### config.mk
export PLATFORM = sky130hd
export DESIGN_NAME = positional_insert_list
export DESIGN_NICKNAME = d
export VERILOG_FILES = /design/src/hdl/pil_pkg.sv /design/src/hdl/pil_datapath.sv /design/src/hdl/pil_ctrl.sv /design/src/hdl/positional_insert_list.sv
export SDC_FILE = /design/constraint.sdc
export NUM_CORES = 2
export LEC_CHECK = 0
export ABC_AREA = 1
export BUFFER_PORTS_ARGS = -buffer_cell sky130_fd_sc_hd__buf_4
export CAP_MARGIN = 20
export CORE_UTILIZATION = 35
export CTS_BUF_LIST = sky130_fd_sc_hd__clkbuf_8
export DETAILED_ROUTE_END_ITERATION = 10
export SLEW_MARGIN = 0
export SYNTH_ARGS = -nofsm -noshare
export SYNTH_HDL_FRONTEND = slang
export SYNTH_HIERARCHICAL = 1
export SYNTH_SLANG_ARGS = --single-unit
### constraint.sdc
create_clock -name clk -period 8.5 [get_ports clk]
set_input_delay 0.85 -clock clk [delete_from_list [all_inputs] [get_ports clk]]
set_output_delay 0.85 -clock clk [all_outputs]
set_load 0.005 [all_outputs]
### src/hdl/pil_pkg.sv
// ----------------------------------------------------------------------------
// pil_pkg: shared definitions for the positional insert list
// Field widths, request and status codes, and the controller command struct.
// ----------------------------------------------------------------------------
`default_nettype none

package pil_pkg;

  // Field widths of one request beat and one result beat.
  localparam int DATA_W   = 32;
  localparam int REQ_W    = 3;
  localparam int POS_W    = 5;
  localparam int STATUS_W = 2;
  localparam int COUNT_W  = 5;

  // Packed stream widths, rounded up to whole bytes.
  localparam int S_TDATA_W = ((REQ_W + DATA_W + POS_W + 7) / 8) * 8;
  localparam int M_TDATA_W = ((DATA_W + STATUS_W + COUNT_W + 7) / 8) * 8;

  // Default list capacity.
  localparam int DEPTH_DEFAULT = 16;

  // Request codes.
  localparam logic [REQ_W-1:0] REQ_INS_FRONT = 3'd0;
  localparam logic [REQ_W-1:0] REQ_INS_BACK  = 3'd1;
  localparam logic [REQ_W-1:0] REQ_INS_POS   = 3'd2;
  localparam logic [REQ_W-1:0] REQ_REM_FRONT = 3'd3;
  localparam logic [REQ_W-1:0] REQ_REM_BACK  = 3'd4;
  localparam logic [REQ_W-1:0] REQ_READ      = 3'd5;

  // Status codes.
  localparam logic [STATUS_W-1:0] ST_OK     = 2'd0;
  localparam logic [STATUS_W-1:0] ST_EMPTY  = 2'd1;
  localparam logic [STATUS_W-1:0] ST_BADPOS = 2'd2;
  localparam logic [STATUS_W-1:0] ST_FULL   = 2'd3;

  // Commands from the controller to the datapath.
  typedef struct packed {
    logic capture;  // latch the request beat
    logic commit;   // apply the request and load the result register
  } pil_cmd_t;

endpackage

`default_nettype wire

### src/hdl/pil_datapath.sv
// ----------------------------------------------------------------------------
// pil_datapath: list storage and request execution
// Holds the entry chain, the element count, the captured request and the
// result register. A commit shifts the whole chain in one step.
// ----------------------------------------------------------------------------
`default_nettype none

module pil_datapath #(
  parameter int DEPTH = pil_pkg::DEPTH_DEFAULT
) (
  input  wire logic                          clk,
  input  wire logic                          rst,
  input  wire pil_pkg::pil_cmd_t             cmd,
  input  wire logic [pil_pkg::REQ_W-1:0]     in_req_type,
  input  wire logic [pil_pkg::DATA_W-1:0]    in_value,
  input  wire logic [pil_pkg::POS_W-1:0]     in_position,
  output logic      [pil_pkg::DATA_W-1:0]    out_data,
  output logic      [pil_pkg::STATUS_W-1:0]  out_status,
  output logic      [pil_pkg::COUNT_W-1:0]   out_count
);

  localparam int IDXW = (DEPTH > 1) ? $clog2(DEPTH) : 1;
  localparam int CW   = $clog2(DEPTH + 1);
  localparam int CMPW = (CW > pil_pkg::POS_W) ? CW : pil_pkg::POS_W;

  // Captured request.
  logic [pil_pkg::REQ_W-1:0]  req_type;
  logic [pil_pkg::DATA_W-1:0] value;
  logic [pil_pkg::POS_W-1:0]  position;

  // List state.
  logic [pil_pkg::DATA_W-1:0] entries [DEPTH];
  logic [pil_pkg::DATA_W-1:0] entries_next [DEPTH];
  logic [CW-1:0]              count;

  // Decode results.
  logic [CMPW-1:0]              cnt_w;
  logic [CMPW-1:0]              pos_w;
  logic [CMPW-1:0]              at_w;
  logic [CMPW-1:0]              count_next;
  logic [IDXW-1:0]              at_idx;
  logic [IDXW-1:0]              rd_idx;
  logic                         do_ins;
  logic                         do_rem;
  logic                         do_rd;
  logic [pil_pkg::STATUS_W-1:0] status_next;
  logic [pil_pkg::DATA_W-1:0]   rd_data;

  assign cnt_w   = CMPW'(count);
  assign pos_w   = CMPW'(position);
  assign at_idx  = at_w[IDXW-1:0];
  assign rd_idx  = do_rem ? at_idx : pos_w[IDXW-1:0];
  assign rd_data = entries[rd_idx];

  // Request decode: target slot, status and count after the request.
  always_comb begin
    at_w        = '0;
    do_ins      = 1'b0;
    do_rem      = 1'b0;
    do_rd       = 1'b0;
    status_next = pil_pkg::ST_OK;
    count_next  = cnt_w;
    unique case (req_type) inside
      pil_pkg::REQ_INS_FRONT, pil_pkg::REQ_INS_BACK, pil_pkg::REQ_INS_POS: begin
        if (req_type == pil_pkg::REQ_INS_FRONT) begin
          at_w = '0;
        end else if (req_type == pil_pkg::REQ_INS_BACK) begin
          at_w = cnt_w;
        end else begin
          at_w = pos_w;
        end
        if (at_w > cnt_w) begin
          status_next = pil_pkg::ST_BADPOS;
        end else if (cnt_w >= CMPW'(DEPTH)) begin
          status_next = pil_pkg::ST_FULL;
        end else begin
          do_ins     = 1'b1;
          count_next = cnt_w + CMPW'(1);
        end
      end
      pil_pkg::REQ_REM_FRONT, pil_pkg::REQ_REM_BACK: begin
        at_w = (req_type == pil_pkg::REQ_REM_FRONT) ? '0 : cnt_w - CMPW'(1);
        if (cnt_w == '0) begin
          status_next = pil_pkg::ST_EMPTY;
        end else begin
          do_rem     = 1'b1;
          count_next = cnt_w - CMPW'(1);
        end
      end
      pil_pkg::REQ_READ: begin
        if (cnt_w == '0) begin
          status_next = pil_pkg::ST_EMPTY;
        end else if (pos_w >= cnt_w) begin
          status_next = pil_pkg::ST_BADPOS;
        end else begin
          do_rd = 1'b1;
        end
      end
      default: begin
      end
    endcase
  end

  // Per-entry next value: open a gap at the slot or close the gap there.
  for (genvar i = 0; i < DEPTH; i++) begin : g_entry
    logic [pil_pkg::DATA_W-1:0] below;
    logic [pil_pkg::DATA_W-1:0] above;
    // Slot zero never shifts up from below; the captured value stands in.
    if (i == 0) begin : g_first
      assign below = value;
    end else begin : g_mid
      assign below = entries[i-1];
    end
    if (i == DEPTH - 1) begin : g_last
      assign above = entries[i];
    end else begin : g_top
      assign above = entries[i+1];
    end

    always_comb begin
      entries_next[i] = entries[i];
      if (do_ins) begin
        if (IDXW'(i) == at_idx) begin
          entries_next[i] = value;
        end else if (IDXW'(i) > at_idx) begin
          entries_next[i] = below;
        end
      end else if (do_rem) begin
        if (IDXW'(i) >= at_idx) begin
          entries_next[i] = above;
        end
      end
    end
  end

  // Request capture.
  always_ff @(posedge clk) begin
    if (cmd.capture) begin
      req_type <= in_req_type;
      value    <= in_value;
      position <= in_position;
    end
  end

  // Entry chain and result payload.
  always_ff @(posedge clk) begin
    if (cmd.commit) begin
      if (do_ins || do_rem) begin
        for (int k = 0; k < DEPTH; k++) begin
          entries[k] <= entries_next[k];
        end
      end
      out_data   <= (do_rem || do_rd) ? rd_data : '0;
      out_status <= status_next;
      out_count  <= count_next[pil_pkg::COUNT_W-1:0];
    end
  end

  // Element count.
  always_ff @(posedge clk) begin
    if (rst) begin
      count <= '0;
    end else if (cmd.commit) begin
      count <= count_next[CW-1:0];
    end
  end

endmodule

`default_nettype wire

### src/hdl/pil_ctrl.sv
// ----------------------------------------------------------------------------
// pil_ctrl: request sequencer
// Accepts one request beat, commits it once the result register is free,
// and tracks the result beat's valid flag.
// ----------------------------------------------------------------------------
`default_nettype none

module pil_ctrl (
  input  wire logic              clk,
  input  wire logic              rst,
  input  wire logic              s_tvalid,
  output logic                   s_tready,
  output logic                   m_tvalid,
  input  wire logic              m_tready,
  output pil_pkg::pil_cmd_t      cmd
);

  typedef enum logic {
    IDLE,
    EXEC
  } state_t;

  state_t state;
  logic   out_free;

  assign s_tready    = (state == IDLE);
  assign out_free    = !m_tvalid || m_tready;
  assign cmd.capture = s_tvalid && s_tready;
  assign cmd.commit  = (state == EXEC) && out_free;

  // State and result valid flag.
  always_ff @(posedge clk) begin
    if (rst) begin
      state    <= IDLE;
      m_tvalid <= 1'b0;
    end else begin
      unique case (state)
        IDLE: begin
          if (m_tvalid && m_tready) begin
            m_tvalid <= 1'b0;
          end
          if (cmd.capture) begin
            state <= EXEC;
          end
        end
        EXEC: begin
          if (out_free) begin
            m_tvalid <= 1'b1;
            state    <= IDLE;
          end
        end
        default: begin
          state <= IDLE;
        end
      endcase
    end
  end

endmodule

`default_nettype wire

### src/hdl/positional_insert_list.sv
// ----------------------------------------------------------------------------
// positional_insert_list: bounded ordered list of signed 32-bit values
// Requests insert, remove or read entries; each returns one result beat.
// ----------------------------------------------------------------------------
// Each request beat produces exactly one result beat carrying the removed or
// read data, a status code and the new element count. A request is first
// captured into the request register and then executed against the
// register chain, which shifts every entry in a single step. The execute
// step waits while the previous result beat is still held on the master
// side, but a new request is accepted while that result waits. There is no
// clearing pass after reset; entries that were never written are never read.
`default_nettype none

module positional_insert_list #(
  parameter int DEPTH = pil_pkg::DEPTH_DEFAULT
) (
  input  wire logic                            clk,
  input  wire logic                            rst,
  // Request beat: req_type [2:0], value [34:3], position [39:35].
  input  wire logic                            s_tvalid,
  output logic                                 s_tready,
  input  wire logic [pil_pkg::S_TDATA_W-1:0]   s_tdata,
  // Result beat: data [31:0], status [33:32], count [38:34], zero [39].
  output logic                                 m_tvalid,
  input  wire logic                            m_tready,
  output logic      [pil_pkg::M_TDATA_W-1:0]   m_tdata
);

  localparam int VAL_LO = pil_pkg::REQ_W;
  localparam int POS_LO = pil_pkg::REQ_W + pil_pkg::DATA_W;

  pil_pkg::pil_cmd_t               cmd;
  logic [pil_pkg::DATA_W-1:0]      out_data;
  logic [pil_pkg::STATUS_W-1:0]    out_status;
  logic [pil_pkg::COUNT_W-1:0]     out_count;

  // Sequencer.
  pil_ctrl u_ctrl (
    .clk      (clk),
    .rst      (rst),
    .s_tvalid (s_tvalid),
    .s_tready (s_tready),
    .m_tvalid (m_tvalid),
    .m_tready (m_tready),
    .cmd      (cmd)
  );

  // Storage and execution.
  pil_datapath #(
    .DEPTH (DEPTH)
  ) u_datapath (
    .clk         (clk),
    .rst         (rst),
    .cmd         (cmd),
    .in_req_type (s_tdata[pil_pkg::REQ_W-1:0]),
    .in_value    (s_tdata[VAL_LO +: pil_pkg::DATA_W]),
    .in_position (s_tdata[POS_LO +: pil_pkg::POS_W]),
    .out_data    (out_data),
    .out_status  (out_status),
    .out_count   (out_count)
  );

  // Pack the result beat, low field first, padded with zeros.
  assign m_tdata = pil_pkg::M_TDATA_W'({out_count, out_status, out_data});

endmodule

`default_nettype wire
# Word-level counts from Yosys, hierarchy flattened
# Memories as Yosys holds them, arrays and structs flattened. A register that Yosys moved wholly into a read port is not among the register bits.
# Index checks and enable logic that the tools add are counted.
# Widths: inputs -> output; s select.
op_classes:
  addsub: 2
  n_lt_le_gt_ge: 34
  eq_ne: 22
  n_mux: 111
  bitwise_logic: 1
  reduce_logical: 14
ops:
  columns: ["op", "n"]
  rows:
  - ["$mux 32", 78]
  - ["$eq 4x4->1 const A", 8]
  - ["$gt 4x4->1 const A", 8]
  - ["$mux 5", 6]
  - ["$ge 4x4->1 const A", 7]
  - ["$eq 3x4->1 const A", 4]
  - ["$ge 3x4->1 const A", 4]
  - ["$gt 3x4->1 const A", 4]
  - ["$mux 1", 16]
  - ["$pmux 5 s2", 1]
  - ["$eq 2x4->1 const A", 2]
  - ["$ge 1x4->1 const A", 2]
  - ["$ge 2x4->1 const A", 2]
  - ["$gt 1x4->1 const A", 2]
  - ["$gt 2x4->1 const A", 2]
  - ["$mux 2", 4]
  - ["$mux 4", 2]
  - ["$pmux 4 s2", 1]
  - ["$eq 3x2->1 const B", 2]
  - ["$eq 3x3->1 const B", 2]
  - ["$pmux 2 s3", 1]
  - ["$add 5x1->5 const B", 1]
  - ["$ge 5x5->1", 1]
  - ["$ge 5x5->1 const B", 1]
  - ["other kinds (16)", 23]
word_totals:
  ff_bits: 54
  ramBits: 512
  output_inout_bits: 42
  memories: 1
memory_table:
  columns: ["name", "depth", "word_bits", "rd", "rd_ports_with_merged_regs", "write_ports", "line", "rtl"]
  rows:
  - ["u_datapath.entries", 16, 32, 17, 1, 16, "pil_datapath.sv:32", "logic [pil_pkg::DATA_W-1:0] entries [DEPTH];"]

# Longest topological paths before layout
logic_depth:
  depth_word: 11
  ltp_mapped: 20
  mapped_depth_nobuf: 19

# Hierarchy
# The synthesis kept the hierarchy.
modules_own_cells:
  columns: ["module", "n_inst", "cells_per_inst", "area_each_um2"]
  rows:
  - ["pil_datapath", 1, 4113, 34229.1]
  - ["pil_ctrl", 1, 11, 83.8]
  - ["positional_insert_list", 1, 2, 11.3]

# Worst setup path before layout
# Ideal clock, no wire load.
synth_timing:
  path_kind: "in2reg"
  startpoint: "input m_tready"
  endpoint: "memory u_datapath/entries[6][0] in the netlist's numbering (enable)"
  setup_ns: 0.432
  arrival_time_ns: 5.806
  path_slack_ns: 2.262
  cell_stages: 8
  n_path_buf: 0
  path_cell_list: "inv_1 > a21oi_2 > inv_1 > a21oi_1 > inv_1 > nor2_1 > inv_1 > a21oi_1"
synth_rtl:
  columns: ["item", "line", "rtl"]
  rows:
  - ["start: declaration", "positional_insert_list.sv:25", "input wire logic m_tready,"]
  - ["end: declaration", "pil_datapath.sv:32", null]

==> results.txt <==
The reported net switching power is 2.73 mW. The hold-fix buffer count after cts is 0. The count of flip-flops with a built-in enable after synthesis is 591. Of all cell types, the one taking the most synthesized area is edfxtp_1.

The signal arrival time at the worst endpoint is 6050 ps. The final-stage net count is 4067. The mean routed wirelength per cell came out at 20.9 um.

Of the available clock period, the critical path in the final layout requires 0.666. The largest net degree at the start of global routing is 203. The number of violations reported at the end of detailed-routing iteration 0 is 4114. The complex-gate fraction of the synthesized area is 0.210.

The run finished, with violations left. The routed wire length on met3 came out at 11.4 mm. The deepest level of the CTS H-tree is 3. The largest family of logic cells by synthesized area is compound AO/OA/AOI/OAI gates. The xor-xnor portion of the synthesized cell area is 0.000766. The required time at the worst-slack endpoint came out at 8890 ps.

In the final routing, the length of wire on met1 measures 51.5 mm. The primary flip-flop cell chosen by synthesis mapping is edfxtp_1. The maximum frequency from static timing analysis came out at 177 MHz.

Clock-pin slew was measured on the worst setup and hold paths at 60 ps. The first-pass iteration count of the detailed router is 10. The shortest clock period the worst path allows after layout came out at 5660 ps. The sequential element share of the synthesized area came out at 0.521. The Yosys step of the flow raised 6 warnings. The power share of the clock group is 0.306. The floorplan has 114 rows. After detailed routing, the number of remaining DRC violations is 4. The critical path starts at u_datapath/req_type[2]. The share of cells above drive strength 1 is 0.0821. The critical path is of the flop to flop type. The worst hold path begins at s_tdata[24]. After routing, the total negative slack on setup checks comes to 0 ps. The total of buffers placed on input and output ports is 84. The tightest min-delay check is of the input port to flop type. In the layout the commonest cells are 712 x nand3_1, 615 x inv_1, 591 x edfxtp_1.

The startpoint identified for the worst register-to-register timing path is u_datapath/req_type[2]. The proportion of power drawn by flip-flops and latches is 0.454. The share of total power dissipated in combinational logic is 0.240.

The detailed router used layers up to and including met4. The number of buffers inserted to repair setup after CTS came out at 0. The number of global-route vias before repair came out at 27500. The placer congestion estimate is 0.821. The standby leakage power is 14.6 nW.

The number of storage elements in the synthesis netlist is 598. The x dimension of the die came out at 315 um. For this block, the via count after detailed routing is 30200. The mean instance size in the synthesized netlist is 8.32 sq um. From bottom edge to top edge, the die measures 315 um. The max-slew violation count was 0.

The total power divided by cell area came out at 210 nW/um^2. Detailed placement ended at an HPWL of 65.6 mm. At the pin with the least slew margin, the transition time is 1090 ps. The simple-gate portion of the synthesized area is 0.157. The mux contribution to synthesized area came out at 0. Synthesis handed over a netlist of 4126 instances. Of the total synthesized cell area, the portion taken by full adders, half adders and majority gates is 0.00437. The final reports fail on DRC. Dividing the detail-routed via count by the number of cells gives 5.61. The detailed route wirelength on metal2 is 47.3 mm.

Synthesis produced a netlist with a net count of 4182. The clock latency at the later pin of the worst-skew pair is 760 ps. Prior to clock tree synthesis, the placed netlist has a worst setup slack of 2580 ps. For this configuration, the core starts out at a cell density of 0.354.

The setup check on the worst reg-to-reg path leaves a slack of 2840 ps. The async set-reset flop share out of synthesis came out at 0. Of the total power, the share spent switching nets is 0.343.

Along the worst path, the maximum fanout reaches 33. The share of the core filled with cells is 0.390. The residual overflow from global routing came out at 0. The share of the synthesized area in the top cell type is 0.517.

The synthesis-to-finish area growth came out at 9.94%. The core region area is 96900 sq um. The cell area that synthesis handed to floorplanning was 34300 sq um. The library cell used most frequently in the layout, excluding fill and tap cells, is nand3_1.

The kind of capture point of the worst setup path is a flop. The worst setup path is launched from a flop. The number of buffers created by CTS is 102. After layout, the worst setup slack is 2840 ps. The minimum hold slack is 270 ps. The number of sinks handled by clock tree synthesis is 598.

The worst-case IR drop observed on VDD is 0.104 mV. The setup clock skew after layout came out at 53.4 ps. The floorplan step defined a die boundary enclosing 99300 sq um. The number of distinct library cells after synthesis is 33. The final hold violation count was 0. CTS placed an instance of clkbuf_8 at the clock tree root. For this run, the total global-route usage over all layers was measured as 0.220.

The maximum count of clock buffers along a single path came out at 3. The post-cts resize count is 0. The top-level I/O count is 86.

The first global-routing pass estimated 172 mm of wire. The internal power component is 5.21 mW. Overall power consumption after layout is estimated at 7.94 mW.

After synthesis, the cell types taking the most area are edfxtp_1 52%, nand3_1 10%, o21ai_1 7.3%. The antenna violation net count after detailed routing is 0. Setup repair after global routing left no endpoint under its margin. The initial antenna violation count came out at 2.

In this run the tightest slew margin relative to its limit is 0.269. The wire length after detailed routing is 112 mm. TritonCTS built the clock tree. The max-cap violation count came out at 0. The total of endpoints with negative setup slack in the final report came out at 0.
==> per-layer routing <==
metal  vias up  GRT usage
li1      14200          -
met1     14200      0.339
met2      1615      0.315
met3       148     0.0383
met4         0     0.0566
met5         -          0
==> logic make-up (layout without fill, tap and decap cells) <==
logic type	after synthesis	count (layout)
compound gates	1390	1390
xor+xnor	3	3
fa+ha+maj	12	12
buf+inv	953	918
flops	598	598
other cells	1	4
simple gates	1169	1169
==> cells in the mapped netlist (6+ instances only) <==
cell type / number
a21oi_1: 405
buf_1: 53
buf_2: 72
clkbuf_1: 235
dfxtp_1: 7
edfxtp_1: 591
ha_1: 12
inv_1: 575
inv_2: 17
nand2_1: 341
nand2_2: 8
nand3_1: 714
nand4_1: 6
nor2_1: 85
o21ai_0: 342
o21ai_1: 502
o21bai_1: 34
o22ai_1: 96
==> path summary, 6_finish.rpt <==
| path | cells past startpoint | end |
|---|---|---|
| worst min register to register | 2 | u_ctrl/m_tvalid |
| worst max register to register | 18 | u_datapath/entries[1][9] |
| worst min-delay path | 1 | u_datapath/g_entry[0].below[21] |
| worst max-delay path | 18 | u_datapath/entries[1][9] |
==> power by group through the flow <==
stage	Combinational (mW)	Clock, mW	Sequential (mW)
2_1_floorplan	1.26	0	3.61
3_3_place_gp	1.84	0	3.66
3_5_place_dp	1.86	0	3.66
4_1_cts	1.87	2.49	3.60
5_1_grt	2.07	2.60	3.62
6_report	1.90	2.43	3.61
==> critical path, cell delays in order, from the launching register on <==
cell and delay [ps]:
edfxtp_1 520, inv_2 190, nand3_2 160, inv_2 130, o21ai_0 70, a21oi_1 150, ha_1 270, nand2_1 90
nor2_1 60, nand2_1 60, o211ai_1 90, nand2_1 220, nand3_4 450, a21oi_1 300, inv_1 410, nor2_4 980
inv_1 360, nor2_4 350, buf_4 440
==> sequential cells by signal, summed over array words and instances (netlist names) <==
signal,flops
u_datapath/entries,512
u_datapath/g_entry.below,32
u_datapath/out_data,32
u_datapath/cnt_w,5
u_datapath/out_count,5
u_datapath/pos_w,5
u_datapath/req_type,3
u_datapath/out_status,2
u_ctrl/m_tvalid,1
u_ctrl/state,1
==> metrics by stage <==
step | instances | cell area, sq um
2_1_floorplan | 4126 | 34300
3_3_place_gp | 5182 | 35900
3_5_place_dp | 5182 | 35900
4_1_cts | 5366 | 37700
5_1_grt | 5369 | 37700
6_report | 5370 | 37700
==> area by class of cell <==
type / count / area, sq um
antenna: 3 / 7.51
clock buffer: 108 / 1490
clock inverter: 76 / 338
fill: 9756 / 59100
inverter: 592 / 2230
multi-input combinational: 2575 / 13000
sequential: 598 / 17900
tap: 1276 / 1600
timing repair buffer: 142 / 1140
Note: power is estimated with default switching activity, not from simulation.
